`src/opl_rsd_pkg.sv`:
```
`timescale 1ns / 1ps

package opl_rsd_pkg;

    localparam int BYTE_W  = 8;
    localparam int DELAY_W = 17;
    localparam int KIND_W  = 2;
    localparam int TDATA_W = 40;   // 34 payload bits padded to whole bytes
    localparam int TUSER_W = 3;

    localparam logic [BYTE_W-1:0] CODE_CHIP0  = 8'h02;
    localparam logic [BYTE_W-1:0] CODE_CHIP1  = 8'h03;
    localparam logic [BYTE_W-1:0] CODE_ESCAPE = 8'h04;

    localparam logic [BYTE_W-1:0] SHORT_DELAY_RESET = 8'h00;
    localparam logic [BYTE_W-1:0] LONG_DELAY_RESET  = 8'h01;

    typedef enum logic {
        CFG_SHORT_DELAY = 1'b0,
        CFG_LONG_DELAY  = 1'b1
    } cfg_index_t;

    typedef enum logic [KIND_W-1:0] {
        KIND_WRITE = 2'd0,
        KIND_DELAY = 2'd1,
        KIND_END   = 2'd2
    } kind_t;

    typedef struct packed {
        kind_t              kind;
        logic               chip_select;
        logic [BYTE_W-1:0]  reg_index;
        logic [BYTE_W-1:0]  reg_value;
        logic [DELAY_W-1:0] delay_ms;
        logic               final_res;
        logic               truncated;
    } result_t;

endpackage

```
`src/opl_register_stream_decoder.sv`:
```
`timescale 1ns / 1ps

// A result is registered and appears on m_ in the cycle after the stream byte that completes it is taken.
// Throughput: one byte per cycle; s_tready stays high while the output register is empty
// or is being drained in the same cycle, so the result register and m_tready set the pace.
// Reset (aresetn low, synchronous): parser waits for a command byte, chip 0 is selected,
// the delay codes return to 0 and 1, and no result is pending.
module opl_register_stream_decoder (
    input  logic                            aclk,
    input  logic                            aresetn,
    // configuration write channel
    input  logic                            cfg_valid,
    output logic                            cfg_ready,
    input  logic                            cfg_index,
    input  logic [opl_rsd_pkg::BYTE_W-1:0]  cfg_data,
    // command byte stream
    input  logic                            s_tvalid,
    output logic                            s_tready,
    input  logic [opl_rsd_pkg::BYTE_W-1:0]  s_tdata,   // [7:0] stream_byte
    input  logic                            s_tlast,   // is_last
    // decoded results
    output logic                            m_tvalid,
    input  logic                            m_tready,
    // [0] chip_select, [8:1] reg_index, [16:9] reg_value, [33:17] delay_ms, [39:34] zero
    output logic [opl_rsd_pkg::TDATA_W-1:0] m_tdata,
    output logic [opl_rsd_pkg::TUSER_W-1:0] m_tuser,   // [1:0] kind, [2] truncated
    output logic                            m_tlast    // final_res
);

    typedef enum logic [2:0] {
        PH_CMD       = 3'd0,
        PH_SDELAY    = 3'd1,
        PH_LDELAY_LO = 3'd2,
        PH_LDELAY_HI = 3'd3,
        PH_ESC_INDEX = 3'd4,
        PH_VALUE     = 3'd5
    } phase_t;

    phase_t                           phase_reg, phase_next;
    logic                             chip_reg, chip_next;
    logic [opl_rsd_pkg::BYTE_W-1:0]   index_reg, index_next;
    logic [opl_rsd_pkg::BYTE_W-1:0]   delay_lo_reg, delay_lo_next;
    logic [opl_rsd_pkg::BYTE_W-1:0]   short_code_reg;
    logic [opl_rsd_pkg::BYTE_W-1:0]   long_code_reg;
    logic                             out_valid_reg;
    opl_rsd_pkg::result_t             out_reg, res_next;
    logic                             emit;
    logic                             s_xfer;
    logic                             cfg_xfer;

    assign cfg_ready = 1'b1;
    assign cfg_xfer  = cfg_valid && cfg_ready;
    assign s_tready  = !out_valid_reg || m_tready;
    assign s_xfer    = s_tvalid && s_tready;

    always_comb begin
        phase_next    = PH_CMD;
        chip_next     = chip_reg;
        index_next    = index_reg;
        delay_lo_next = delay_lo_reg;
        emit          = 1'b0;
        res_next      = '0;
        res_next.final_res = s_tlast;

        case (phase_reg)
            PH_SDELAY: begin
                emit              = 1'b1;
                res_next.kind     = opl_rsd_pkg::KIND_DELAY;
                res_next.delay_ms = {1'b0, 8'h00, s_tdata} + 17'd1;
            end
            PH_LDELAY_LO: begin
                delay_lo_next = s_tdata;
                phase_next    = PH_LDELAY_HI;
            end
            PH_LDELAY_HI: begin
                emit              = 1'b1;
                res_next.kind     = opl_rsd_pkg::KIND_DELAY;
                res_next.delay_ms = {1'b0, s_tdata, delay_lo_reg} + 17'd1;
            end
            PH_ESC_INDEX: begin
                index_next = s_tdata;
                phase_next = PH_VALUE;
            end
            PH_VALUE: begin
                emit                 = 1'b1;
                res_next.kind        = opl_rsd_pkg::KIND_WRITE;
                res_next.chip_select = chip_reg;
                res_next.reg_index   = index_reg;
                res_next.reg_value   = s_tdata;
            end
            default: begin
                // delay codes take priority over the fixed command bytes
                if (s_tdata == short_code_reg) begin
                    phase_next = PH_SDELAY;
                end else if (s_tdata == long_code_reg) begin
                    phase_next = PH_LDELAY_LO;
                end else if (s_tdata == opl_rsd_pkg::CODE_CHIP0 ||
                             s_tdata == opl_rsd_pkg::CODE_CHIP1) begin
                    chip_next = s_tdata[0];
                    if (s_tlast) begin
                        emit          = 1'b1;
                        res_next.kind = opl_rsd_pkg::KIND_END;
                    end
                end else if (s_tdata == opl_rsd_pkg::CODE_ESCAPE) begin
                    phase_next = PH_ESC_INDEX;
                end else begin
                    index_next = s_tdata;
                    phase_next = PH_VALUE;
                end
            end
        endcase

        if (s_tlast) begin
            // stream ends inside a partial command: drop it
            if (!emit) begin
                emit               = 1'b1;
                res_next.kind      = opl_rsd_pkg::KIND_END;
                res_next.truncated = 1'b1;
            end
            phase_next = PH_CMD;
        end
    end

    always_ff @(posedge aclk) begin
        if (!aresetn) begin
            phase_reg      <= PH_CMD;
            chip_reg       <= 1'b0;
            index_reg      <= '0;
            delay_lo_reg   <= '0;
            short_code_reg <= opl_rsd_pkg::SHORT_DELAY_RESET;
            long_code_reg  <= opl_rsd_pkg::LONG_DELAY_RESET;
            out_valid_reg  <= 1'b0;
        end else begin
            if (cfg_xfer) begin
                case (opl_rsd_pkg::cfg_index_t'(cfg_index))
                    opl_rsd_pkg::CFG_SHORT_DELAY: short_code_reg <= cfg_data;
                    opl_rsd_pkg::CFG_LONG_DELAY:  long_code_reg  <= cfg_data;
                    default: ;
                endcase
            end
            if (s_xfer) begin
                phase_reg    <= phase_next;
                chip_reg     <= chip_next;
                index_reg    <= index_next;
                delay_lo_reg <= delay_lo_next;
            end
            if (s_xfer && emit) begin
                out_valid_reg <= 1'b1;
            end else if (m_tready) begin
                out_valid_reg <= 1'b0;
            end
        end
        if (s_xfer && emit) begin
            out_reg <= res_next;
        end
    end

    assign m_tvalid = out_valid_reg;
    assign m_tdata  = {6'b0, out_reg.delay_ms, out_reg.reg_value, out_reg.reg_index,
                       out_reg.chip_select};
    assign m_tuser  = {out_reg.truncated, out_reg.kind};
    assign m_tlast  = out_reg.final_res;

    // the last byte always closes the stream back to command parsing
    assert property (@(posedge aclk) disable iff (!aresetn)
        s_xfer && s_tlast |=> phase_reg == PH_CMD)
        else $error("parser not back at command phase after last byte");

    // the last byte always yields exactly one result
    assert property (@(posedge aclk) disable iff (!aresetn)
        s_xfer && s_tlast |=> out_valid_reg && out_reg.final_res)
        else $error("last byte did not produce a final result");

    // truncation is only reported on an end result of the last byte
    assert property (@(posedge aclk) disable iff (!aresetn)
        out_valid_reg && out_reg.truncated |->
            out_reg.kind == opl_rsd_pkg::KIND_END && out_reg.final_res)
        else $error("truncated flag on a non-end result");

    // a delay result is never zero length; other kinds carry no delay
    assert property (@(posedge aclk) disable iff (!aresetn)
        out_valid_reg |->
            ((out_reg.kind == opl_rsd_pkg::KIND_DELAY) == (out_reg.delay_ms != '0)))
        else $error("delay field inconsistent with result kind");

    // a partially parsed command holds while no byte is taken
    assert property (@(posedge aclk) disable iff (!aresetn)
        !s_xfer && !cfg_xfer |=> $stable(phase_reg) && $stable(chip_reg))
        else $error("parse state moved without a stream transfer");

endmodule

```
`config.mk`:
```
export PLATFORM = sky130hd
export DESIGN_NAME = opl_register_stream_decoder
export DESIGN_NICKNAME = d
export VERILOG_FILES = /design/src/opl_rsd_pkg.sv /design/src/opl_register_stream_decoder.sv
export SDC_FILE = /design/constraint.sdc
export NUM_CORES = 1
export LEC_CHECK = 0
export BUFFER_PORTS_ARGS = -buffer_cell sky130_fd_sc_hd__buf_4
export CAP_MARGIN = 10
export CORE_MARGIN = 2
export CORE_UTILIZATION = 35
export CTS_CLUSTER_DIAMETER = 200
export DETAILED_ROUTE_END_ITERATION = 6
export GPL_ROUTABILITY_DRIVEN = 1
export MAX_ROUTING_LAYER = met4
export SETUP_SLACK_MARGIN = 0.05
export SYNTH_ARGS = -nofsm -noshare
export SYNTH_HDL_FRONTEND = slang
export SYNTH_SLANG_ARGS = --single-unit
```
`constraint.sdc`:
```
create_clock -name aclk -period 3.9 [get_ports aclk]
set_clock_uncertainty 0.1 [all_clocks]
set_input_delay 1.17 -clock aclk [delete_from_list [all_inputs] [get_ports aclk]]
set_output_delay 1.17 -clock aclk [all_outputs]
set_load 0.05 [all_outputs]
```
---- Word level (Yosys, flattened, before mapping) ----
Cells that the tools add are included.
storage, ports and cells
  flip-flop bits (word level) ............. 75
  input bits .............................. 23
  output and inout port bits .............. 47
  logic and storage cells ................. 80
cells by class
  add/sub/neg operators ................... 2
  eq/ne operators ......................... 14
  muxes and demuxes ....................... 28
  bitwise gates (word level) .............. 5
  reduce and logical (&&, ||, !) cells .... 17
operators by type and width
  cell                                                                   count
  17-bit case mux with 2 select lines                                    1
  8-bit two-way mux                                                      4
  16-bit by 1-bit adder with 17-bit output, second input constant        1
  8-bit by 2-bit equality test with 1-bit output, second input constant  2
  8-bit equality test                                                    2
  8-bit case mux with 2 select lines                                     1
  2-bit two-way mux                                                      6
  3-bit two-way mux                                                      4
  8-bit by 1-bit adder with 9-bit output, second input constant          1
  1-bit two-way mux                                                      9
  3-bit case mux with 3 select lines                                     1
  8-bit by 3-bit equality test with 1-bit output, second input constant  1
  2-bit by 1-bit != test with 1-bit output, second input constant        4
  3-bit by 2-bit equality test with 1-bit output, second input constant  2
  3-bit equality test, second input constant                             2
  2-bit AND reduction                                                    3
  6-bit AND reduction                                                    1
  3-bit OR reduction                                                     2
  1-bit NOT                                                              5
  5-bit AND reduction                                                    1
  5-bit OR reduction                                                     1
  2-bit case mux with 2 select lines                                     1
  2-bit OR reduction                                                     2
  4-bit OR reduction                                                     1
  other kinds (6)                                                        8

---- Longest topological paths before layout ----
Gate-level depths: netlist of the first run.
  depth in word-level cells ............... 9
  gate-level depth with buffers ........... 8
  depth with buffers taken out ............ 7

---- Worst setup path after synthesis of the first run ----
Ideal clock, no wire load.
  path kind ............................... in2reg
  start ................................... input m_tready
  end ..................................... register out_reg, in the netlist m_tdata[0] (enable)
  library setup time ...................... 0.434 ns
  data arrival time ....................... 3.562 ns
  required time ........................... 3.366 ns
  path slack .............................. -0.196 ns
  stages .................................. 3
  path buffers ............................ 0
  path through ............................ nand2b_1 > nand2_1 > nor2_1
between the ends
  word-level cells in the longest chain between the ends .. 3
RTL lines
  what                    line                                RTL
  start: declaration      opl_register_stream_decoder.sv:23   input logic m_tready,
  1-bit logical OR        opl_register_stream_decoder.sv:53   assign s_tready = !out_valid_reg || m_tready;
  1-bit logical AND       opl_register_stream_decoder.sv:54   assign s_xfer = s_tvalid && s_tready;
  1-bit logical AND       opl_register_stream_decoder.sv:153  if (s_xfer && emit) begin
  end signal: assignment  opl_register_stream_decoder.sv:154  out_reg <= res_next;
  end: declaration        opl_register_stream_decoder.sv:46   opl_rsd_pkg::result_t out_reg, res_next;
No other way between the ends.
A chain may end at the register's enable or synchronous reset.

---- Final worst setup path of the first run ----
  start ................................... input m_tready
  end ..................................... output s_tready
between the ends
  word-level cells in the longest chain between the ends .. 1
RTL lines
  what              line                               RTL
  1-bit logical OR  opl_register_stream_decoder.sv:53
  end: declaration  opl_register_stream_decoder.sv:18  output logic s_tready,
No other way between the ends.

==> out/qor.tcl, run 1 <==
set qor(run_status) {completed}
set qor(cts_tree) {built}
set qor(synth.yosys.warnings) 0
set qor(start_util_pct) 36.1
set qor(nets) 434
set qor(period_needed_ns) 2.91
set qor(die_y_um) 107
set qor(critPathCaptureType) {output port}
set qor(finalHoldWorstSlack_ns) 0.357
set qor(total_power_mw) 1.77
set qor(design.core.area_sq_um) 10400
set qor(area_leader_netlist) {sky130_fd_sc_hd__edfxtp_1}
set qor(ctsHtreeMaxLevel) 3
set qor(pin_count) 70
set qor(hold_path_class) {reg -> reg}
set qor(flow.area_growth_from_synthesis_pct) 17.4
set qor(rrSetupSlack_ns) 1.65
set qor(cts_hold_repair.buffers) 0
set qor(worst-r2r-cell-count) 5
set qor(cts_buffers) 9
set qor(final.period_utilization_pct) 74.7
set qor(drive_gt1_share_pct) 22.6
set qor(critical_path.slowest_cell) {sky130_fd_sc_hd__buf_4}
set qor(arrival_ns) 1.64
set qor(cts_num_sinks) 75
set qor(peakVddDrop_uv) 140
set qor(ys_seq_elements) 75
set qor(via_per_instance_ratio) 4.77
set qor(dp_hpwl_um) 5460
set qor(grt_antenna_before_repair) 0
set qor(critPathTopFamily) {buffers and inverters}
set qor(slew-limit-headroom_pct) 51.5
set qor(post-route-cell-area_sq_um) 4400
set qor(total_of_cells_resized_after_clock_tree_synthesis) 0
set qor(fillCellCount) 1060
set qor(fp.dieW_um) 107
set qor(cts.path.max_buffers) 2
set qor(placement.io_buffers) 62
set qor(grt.overflow.total) 0
set qor(synth.top_cells.by_count) {52 x sky130_fd_sc_hd__nand2_1, 38 x sky130_fd_sc_hd__edfxtp_1, 37 x sky130_fd_sc_hd__dfxtp_1}
set qor(yosys.cell_count.top_type) {sky130_fd_sc_hd__nand2_1}
set qor(dieArea_sq_um) 11500
set qor(rsz0062_at_grt) {false}
set qor(placementRows) 37
set qor(synthArstFlopShare_pct) 0
set qor(worstPathRequired_ns) 2.63
set qor(wire_length_of_the_first_global_routing_pass_um) 12400
set qor(critical_path_start_type) {input port}
set qor(timing.final.hold_violations) 0
set qor(number_of_flip_flops_under_the_largest_register_name) 34
set qor(cts-root-buf) {sky130_fd_sc_hd__clkbuf_8}
set qor(timing.final.setup_violations) 0
set qor(worstSetupPathType) {in -> out}
set qor(gate_count_after_technology_mapping) 359
set qor(power.density_nw_per_um2) 403
set qor(first_pass_iters) 4
set qor(fmaxAchievable_ghz) 0.343
set qor(drt_iter0_drc) 140
set qor(post_synth_instance_area_sq_um) 3740
set qor(clkTransAtPathRegs_ns) 0.08
set qor(finalWorstSetupSlack_ns) 0.988
set qor(timing.critical_path.slowest_cell_delay_ns) 0.20
set qor(post_placement_cell_area_sq_um) 4190
set qor(synth_top_flop_cell) {sky130_fd_sc_hd__edfxtp_1}
set qor(crit_buf_inv) 2
set qor(yosys.area.top_type_share_pct) 30.5
set qor(routed_wire_length_per_instance_um) 14.3
set qor(drtAntennaViolNets) 0
set qor(number_of_distinct_library_cells_after_synthesis) 46
set qor(post-cts-setup-buffer-count) 0
set qor(globalplace.congestion) 0.812
set qor(grt_max_degree) 47
set qor(grtUsageTotal_pct) 14.3
set qor(critPathMaxFanout) 4
set qor(cp_num_cells) 3
set qor(number_of_synthesized_flops_with_an_enable_pin) 38
set qor(clock_network_latency_to_the_later_pin_of_the_worst_skew_pair_ns) 0.36
set qor(via_count_of_the_first_global_routing_pass) 2388
set qor(worst-slew-pin-transition_ns) 0.727
set qor(dr_total_vias) 2615
set qor(average_instance_area_after_synthesis_sq_um) 10.4
set qor(drt-total-wl_um) 7820
set qor(hold-path-cell-count) 2
set qor(crit_path_cell_trace) {buf_4 > nand2b_1 > buf_4}
set qor(maxCapViolations) 0
set qor(synth_top_cells_by_area) {sky130_fd_sc_hd__edfxtp_1 30%, sky130_fd_sc_hd__dfxtp_1 20%, sky130_fd_sc_hd__xor2_1 5.8%}
set qor(antenna_cells_inserted) 0
set qor(sequential_area_share_after_synthesis_pct) 50.3
set qor(drc_errors_left) 0
set qor(leakage_nw) 1.78
set qor(final-max-slew-violation-count) 0
set qor(preCtsSetupSlack_ns) 0.860
set qor(finalSetupTns_ns) 0
set qor(timing.critical_path.mode_cell) {sky130_fd_sc_hd__buf_4}
-- power breakdown --
| group | total (mW) | internal (mW) | switching, mW |
|---|---|---|---|
| Sequential | 0.883 | 0.863 | 0.0201 |
| Clock | 0.621 | 0.306 | 0.315 |
| Combinational | 0.265 | 0.0853 | 0.180 |
| Total | 1.77 | 1.25 | 0.515 |
-- worst register-to-register path, cell delays in order (launching register included) --
cell	delay [ns]
sky130_fd_sc_hd__dfxtp_1	0.55
sky130_fd_sc_hd__and2b_2	0.38
sky130_fd_sc_hd__nor2b_1	0.55
sky130_fd_sc_hd__nand2_1	0.33
sky130_fd_sc_hd__nand2_1	0.13
sky130_fd_sc_hd__a21boi_0	0.09
-- cell families after synthesis --
| group | Yosys count | share of synthesized area, % |
|---|---|---|
| and+or+nand+nor | 150 | 20.5 |
| AOI/OAI and AO/OA | 40 | 8.26 |
| muxes | 17 | 4.55 |
| other | 2 | 0.201 |
| DFF | 75 | 50.3 |
| buffers and inverters | 35 | 6.52 |
| xor gates and xnor gates | 36 | 8.42 |
| adders and majority gates | 4 | 1.34 |
-- layout by cell type, fill, tap and decap left out, drive strengths merged, types with 5 or more instances in the layout --
cell type  Yosys  layout
nand3         25      25
buf           16      64
xnor2         11      11
mux2i         17      17
xor2          25      25
edfxtp        38      38
nor2b         12      12
nand2         52      52
o22ai          7       7
inv            3       5
o21ai          6       6
dfxtp         37      37
conb           2       7
nor2          17      17
clkbuf        15       9
a21boi        17      17
and3          22      22
-- final timing paths --
kind	startpoint	endpoint
setup / recovery	m_tready	s_tready
hold / removal	index_reg[1]	index_reg[1]
setup reg to reg	phase_reg[2]	delay_lo_reg[7]
hold reg to reg	index_reg[1]	index_reg[1]
-- metrics by stage --
step | utilization [%] | instances
after global placement | 40.4 | 532
after detailed placement | 40.4 | 532
after floorplan | - | 364
final | 42.4 | 548
after CTS | 42.4 | 548
after global routing | 42.4 | 548
-- per-layer routing --
layer,global-route usage [%],up-vias,part of all wire [%]
met5,-,-,0
met4,6.32,0,2.1
li1,-,1326,-
met2,21.6,81,45
met1,18.4,1192,47
met3,3.21,16,6.0
-- area by class of cell --
class	count	area [sq um]	share of cell area [%]
sequential	75	1880	42.8
tap	136	170	3.87
clock buffer	9	124	2.82
multi-input combinational	254	1640	37.4
timing repair buffer	64	480	10.9
inverter	3	11.3	0.256
clock inverter	7	85.1	1.94
Note: power is estimated with default switching activity, not from simulation.
==> inputs of run 2 (changes only) <==
- clock period: 3.9 -> 2.8 ns (I/O delays scaled with it)
==> out/qor.tcl, run 2 (same netlist as run 1, synthesis figures left out) <==
set qor(run_status) {completed}
set qor(drtAntennaViolNets) 0 ;# unchanged
set qor(power.share.clock_pct) 35.8 ;# +0.7 points
set qor(rsz0062_at_grt) {false}
set qor(grt_max_degree) 47 ;# unchanged
set qor(flow.area_growth_from_synthesis_pct) 19.2
set qor(grt.overflow.total) 0 ;# unchanged
set qor(grt_antenna_before_repair) 0 ;# unchanged
set qor(wire_length_of_the_first_global_routing_pass_um) 12900 ;# +4.4%
set qor(number_of_flip_flops_under_the_largest_register_name) 34 ;# unchanged
set qor(cts_num_sinks) 75 ;# unchanged
set qor(placementRows) 37 ;# unchanged
set qor(leakage_nw) 1.81 ;# +2.1%
set qor(post-cts-setup-buffer-count) 0 ;# unchanged
set qor(worst-r2r-cell-count) 6 ;# +1
set qor(total_of_cells_resized_after_clock_tree_synthesis) 0 ;# unchanged
set qor(final-max-slew-violation-count) 0 ;# unchanged
set qor(r2r_end) {chip_reg}
set qor(worstPathRequired_ns) 2.98 ;# +0.35 ns
set qor(layout.cells.most_common_list) {69 x sky130_fd_sc_hd__buf_4, 52 x sky130_fd_sc_hd__nand2_1, 38 x sky130_fd_sc_hd__edfxtp_1}
set qor(period_needed_ns) 2.32
set qor(start_util_pct) 36.1 ;# unchanged
set qor(fp.dieW_um) 107 ;# unchanged
set qor(grtUsageTotal_pct) 14.9 ;# +0.63 points
set qor(startpoint) {s_tdata[6]}
set qor(power.share.sequential_pct) 49.0 ;# -0.9 points
set qor(hold_path_class) {reg -> reg}
set qor(via_count_of_the_first_global_routing_pass) 2552 ;# +6.9%
set qor(layout_commonest_cell) {sky130_fd_sc_hd__buf_4}
set qor(power.net_switching_mw) 0.703 ;# +36%
set qor(first_pass_iters) 5 ;# +1
set qor(die_y_um) 107 ;# unchanged
set qor(power.share.switching_pct) 28.1 ;# -1.0 points
set qor(arrival_ns) 2.50 ;# +0.86 ns
set qor(clkTransAtPathRegs_ns) 0.08 ;# about the same
set qor(cts_tree) {built}
set qor(critical_path_start_type) {input port}
set qor(cts-root-buf) {sky130_fd_sc_hd__clkbuf_8}
set qor(clock_network_latency_to_the_later_pin_of_the_worst_skew_pair_ns) 0.35 ;# about the same
set qor(worstSetupPathType) {in -> reg}
set qor(slew-limit-headroom_pct) 65.3 ;# +14 points
set qor(total_power_mw) 2.50 ;# +41%
set qor(drive_gt1_share_pct) 23.7 ;# +1.1 points
set qor(rrSetupSlack_ns) 0.81 ;# -0.84 ns
set qor(placement.io_buffers) 62 ;# unchanged
set qor(timing.final.hold_violations) 0 ;# unchanged
set qor(design.core.area_sq_um) 10400 ;# unchanged
set qor(fmaxAchievable_ghz) 0.431
set qor(cts_hold_repair.buffers) 0 ;# unchanged
set qor(dr_total_vias) 2640 ;# +0.96%
set qor(pin_count) 70 ;# unchanged
set qor(maxCapViolations) 0 ;# unchanged
set qor(dieArea_sq_um) 11500 ;# unchanged
set qor(drt-total-wl_um) 8010 ;# +2.5%
set qor(critPathCaptureType) {flip-flop}
set qor(nets) 440 ;# +1.4%
set qor(power.density_nw_per_um2) 561 ;# +39%
set qor(routed_wire_length_per_instance_um) 14.5 ;# +1.4%
set qor(final.period_utilization_pct) 82.9
set qor(crit-reg2reg-launch) {phase_reg[2]}
set qor(dp_hpwl_um) 5640 ;# +3.4%
set qor(peakVddDrop_uv) 305 ;# +120%
set qor(ctsHtreeMaxLevel) 3 ;# unchanged
set qor(critPathMaxFanout) 10 ;# +6
set qor(globalplace.congestion) 0.857 ;# +5.4%
set qor(combinational_group_share_of_total_power_pct) 15.3 ;# +0.3 points
set qor(timing.critical_path.to) {index_reg[4]}
set qor(cts.path.max_buffers) 2 ;# unchanged
set qor(worst-slew-pin-transition_ns) 0.521 ;# -0.205 ns
set qor(drt_iter0_drc) 120 ;# -14%
set qor(via_per_instance_ratio) 4.77 ;# -0.14%
set qor(internal_mw) 1.80 ;# +43%
set qor(antenna_cells_inserted) 0 ;# unchanged
set qor(cts_buffers) 9 ;# unchanged
set qor(timing.final.setup_violations) 0 ;# unchanged
set qor(drc_errors_left) 0 ;# unchanged
set qor(finalSetupTns_ns) 0 ;# unchanged
==> run 2: worst min path at each step <==
stage	endpoint	slack (ns)	depth (start not counted)	start
floorplan	index_reg[1]	0.33	2	index_reg[1]
global placement	index_reg[2]	0.35	2	index_reg[2]
detailed placement	index_reg[7]	0.35	2	index_reg[7]
CTS	index_reg[7]	0.37	2	index_reg[7]
global route	index_reg[4]	0.39	2	index_reg[4]
finish	index_reg[1]	0.36	2	index_reg[1]
==> run 2: layout make-up <==
type                    instances  area [sq um]
clock buffers                  10           149
clock inverters                 6          68.8
fillers                      1035          5910
inverters                       3          11.3
multi-input cells             254          1640
flip-flops and latches         75          1880
well taps                     136           170
repair buffers                 70           538
==> run 2: critical path: stages <==
cell and delay [ns]:
sky130_fd_sc_hd__buf_4 0.17, sky130_fd_sc_hd__xor2_1 0.15, sky130_fd_sc_hd__nor4_1 0.42, sky130_fd_sc_hd__buf_4 0.21, sky130_fd_sc_hd__a2111oi_2 0.08, sky130_fd_sc_hd__a32oi_4 0.40
sky130_fd_sc_hd__mux2i_1 0.23
==> run 2: stage by stage <==
step	instance area, sq um	util [%]	worst slack (ns)	hold slack (ns)	std cells
2_1_floorplan	3770	-	0.0630	0.334	364
3_3_place_gp	4250	40.9	0.187	0.347	538
3_5_place_dp	4250	40.9	0.126	0.353	538
4_1_cts	4460	43.0	0.494	0.365	554
5_1_grt	4460	43.0	0.410	0.386	554
6_report	4460	43.0	0.480	0.363	554
==> run 2: power by group through the flow <==
stage / Combinational (mW) / Clock, mW / Sequential [mW]
finish: 0.382 / 0.895 / 1.23
global placement: 0.381 / 0 / 1.25
detailed placement: 0.385 / 0 / 1.25
global route: 0.409 / 0.968 / 1.23
CTS: 0.386 / 0.917 / 1.23
floorplan: 0.201 / 0 / 1.34
==> run 2: routing by layer <==
metal	vias up	global-route usage [%]	part of all wire, %
met3	12	2.48	5.0
met2	69	22.6	46
met1	1219	19.7	47
met5	-	-	0
met4	0	6.41	2.0
li1	1340	-	-
